$ cat src/idr_ram.sv
module idr_ram #(
  parameter int WIDTH = 32,
  parameter int DEPTH = 16
) (
  input  logic                     clk,
  input  logic                     we,
  input  logic [$clog2(DEPTH)-1:0] waddr,
  input  logic [WIDTH-1:0]         wdata,
  input  logic                     re,
  input  logic [$clog2(DEPTH)-1:0] raddr,
  output logic [WIDTH-1:0]         rdata
);

  logic [WIDTH-1:0] mem [DEPTH];
  logic [WIDTH-1:0] rdata_r;

  always_ff @(posedge clk) begin
    if (we) begin
      mem[waddr] <= wdata;
    end
    if (re) begin
      rdata_r <= mem[raddr];
    end
  end

  assign rdata = rdata_r;

endmodule
$ cat config.mk
export PLATFORM = sky130hd
export DESIGN_NAME = idr_ram
export DESIGN_NICKNAME = d
export VERILOG_FILES = /design/src/idr_ram.sv
export SDC_FILE = /design/constraint.sdc
export NUM_CORES = 1
export LEC_CHECK = 0
export BUFFER_PORTS_ARGS = -buffer_cell sky130_fd_sc_hd__buf_2
export CELL_PAD_IN_SITES_DETAIL_PLACEMENT = 0
export CELL_PAD_IN_SITES_GLOBAL_PLACEMENT = 2
export CORE_ASPECT_RATIO = 0.9
export CORE_MARGIN = 2
export CORE_UTILIZATION = 56
export CTS_BUF_LIST = sky130_fd_sc_hd__clkbuf_8
export DETAILED_ROUTE_END_ITERATION = 8
export GPL_TIMING_DRIVEN = 0
export PLACE_DENSITY_LB_ADDON = 0.05
export SYNTH_ARGS = -nofsm -noshare
export SYNTH_HDL_FRONTEND = slang
export SYNTH_SLANG_ARGS = --single-unit
$ cat constraint.sdc
create_clock -name clk -period 9.45 [get_ports clk]
set_input_delay 0.4725 -clock clk [delete_from_list [all_inputs] [get_ports clk]]
set_output_delay 0.4725 -clock clk [all_outputs]
set_load 0.01 [all_outputs]
==> results.json <==
{
  "timing_worst_slew_pin_value_ns": 1.11,
  "die_area_um2": 37600,
  "synth_area_leader_cell": "edfxtp_1",
  "dp_cells": 1405,
  "synth-seq-cells": 544,
  "ctsResizeCount": 0,
  "crit_arrival_ns": 2.29,
  "cts.sinks": 544,
  "synth_nets": 881,
  "reg2regPathDepth": 3,
  "fin_cells": 1556,
  "place_ws_ns": 6.88,
  "slowest_stage": "nor3_2",
  "syn_area_per_cell_um2": 24.1,
  "die_height_um": 184,
  "drtIter0Drc": 903,
  "syn2layout_area_growth_pct": 14.8,
  "vias": 9469,
  "seq_area_frac_synth_pct": 81.0,
  "status": "completed",
  "fin_util_pct": 65.6,
  "fmax_mhz": 509,
  "power_leakage_uw": 0.00752,
  "synth.distinct_cells": 17,
  "rsz0062_at_grt": "false",
  "fin_ws_ns": 7.48,
  "clk_pin_slew_ns": 0.06,
  "gr-total-overflow": 0,
  "place.gp.congestion": 0.767,
  "fin_setup_tns_ns": 0,
  "drt-total-wl_um": 43300,
  "setup_violations": 0,
  "pin_count": 75,
  "path_common_cell": "buf_6",
  "start_util_pct": 57.2,
  "min_path_type": "in2reg",
  "cts_inserted_buffers": 84,
  "post-route-period-util_pct": 20.8,
  "nNetsFinal": 1065,
  "cap_violations": 0,
  "grt_usage_pct": 24.1,
  "layout-drive-gt1-share_pct": 33.5,
  "postRouteAntennaNets": 0,
  "netlist_area_um2": 20200,
  "yosys_warnings": 0,
  "synth_cells": 838,
  "grt_max_degree": 33,
  "h-tree-depth": 3,
  "critical_path.max_fanout": 7,
  "io_buffers": 72,
  "cts_tree": "done",
  "vdd_ir_drop_max_v": 0.000126,
  "clock_latency_ns": 0.61,
  "dr.pass1.iters": 5,
  "core_um2": 35300,
  "crit_path_max_incr_delay_ns": 0.69,
  "grt_pass1_vias": 9902,
  "cts_setup_buffers": 0,
  "synth_top_area_share_pct": 81.0,
  "final_max_slew_viol_count": 0,
  "min_path_cells": 1,
  "fin_crit_ns": 1.97,
  "hold_viol": 0,
  "cp-start-kind": "input pin",
  "die_w_um": 204,
  "antenna_found_initial": 1,
  "synth_area_leaders": "edfxtp_1 81%, mux4_2 14%, a22oi_1 2.4%",
  "ctsRootBufferMaster": "clkbuf_8",
  "power.density_nw_per_um2": 203,
  "cts_max_path_buffers": 3,
  "skew_ns": 0.0112,
  "post_drt_wl_per_cell_um": 27.8,
  "hold_buffers": 0,
  "grt_pass1_wl_um": 63500,
  "end_kind": "flop",
  "relSlewSlack_pct": 25.9,
  "crit_path_cell_trace": "buf_2 -> or3b_2 -> nor3_2 -> buf_6 -> buf_6",
  "critical_path_required_ns": 9.77,
  "via_per_inst": 6.09,
  "hpwl_um": 26200,
  "crit_type": "in2reg",
  "drc_errors": 0,
  "rows": 65
}
metal layers:
layer | wire length, um | vias to the layer above | global-route usage [%]
li1 | - | 4001 | -
met5 | 0 | - | 0
met1 | 18000 | 5038 | 34.3
met2 | 21500 | 353 | 38.9
met4 | 946 | 0 | 7.88
met3 | 2860 | 77 | 4.08
flip-flops by register name (all words and copies together) (netlist names):
register and cells:
mem 512, rdata 32
power by group:
group	internal, uW	switching (uW)	leakage, uW	total (uW)
clock network	847	862	0.000848	1710
registers	2720	13.0	0.00494	2730
logic	99.7	150	0.00173	250
total	3670	1020	0.00752	4690
area by class of cell:
class | instances | area, um2
multi-input cells | 251 | 3730
flip-flops and latches | 544 | 16300
clock buffers | 86 | 1180
plain buffers | 43 | 223
fillers | 2335 | 12100
well taps | 469 | 587
repair buffers | 98 | 822
diodes | 1 | 2.50
clock inverters | 64 | 277
path summary, 6_finish.rpt:
check | start | end | slack, ns
max | waddr[2] | mem[0][1] | 7.48
min | wdata[30] | mem[15][30] | 0.23
max reg2reg | mem[11][18] | rdata[18] | 7.89
min reg2reg | mem[14][2] | rdata[2] | 0.74
worst max-delay path: cells and delay by family:
kind,cells,cell delay [ns]
buffers and inverters,3,0.53
and+or+nand+nor,2,1.27
cell families after synthesis:
group | Yosys count | share of synthesized area (%)
muxes | 128 | 14.3
buffers and inverters | 43 | 1.10
and+or+nand+nor | 59 | 1.25
DFF | 544 | 81.0
AOI/OAI and AO/OA | 64 | 2.38
stage by stage:
stage	total power, uW	cell area, um2	hold slack [ns]
2_1_floorplan	2920	20200	0.571
3_3_place_gp	3020	21100	0.724
3_5_place_dp	3040	21700	0.731
4_1_cts	4740	23200	0.194
5_1_grt	4850	23200	0.211
6_report	4690	23200	0.231
synthesized netlist by cell type (all sizes together):
cell type,instances
clkbuf,17
nor2,13
a22oi,64
edfxtp,544
nand3,1
nand2b,2
or3b,1
mux4,128
nor3,4
nand3b,2
nor2b,2
and2,1
nand2,33
buf,26
cells in the final DEF, fill, tap and decap left out, types with 4 or more instances in the layout:
master      instances
clkbuf_8           86
nor3_2              4
clkinv_2           13
buf_2              76
clkinv_1           19
buf_12              4
buf_4              11
mux4_2            128
buf_1               9
buf_16              8
a22oi_1            64
inv_1              27
clkbuf_1           17
nand2_1            33
buf_6              15
nor2_4             12
edfxtp_1          544
clkinvlp_4          4
No activity file was read; power rests on OpenSTA's default activity.
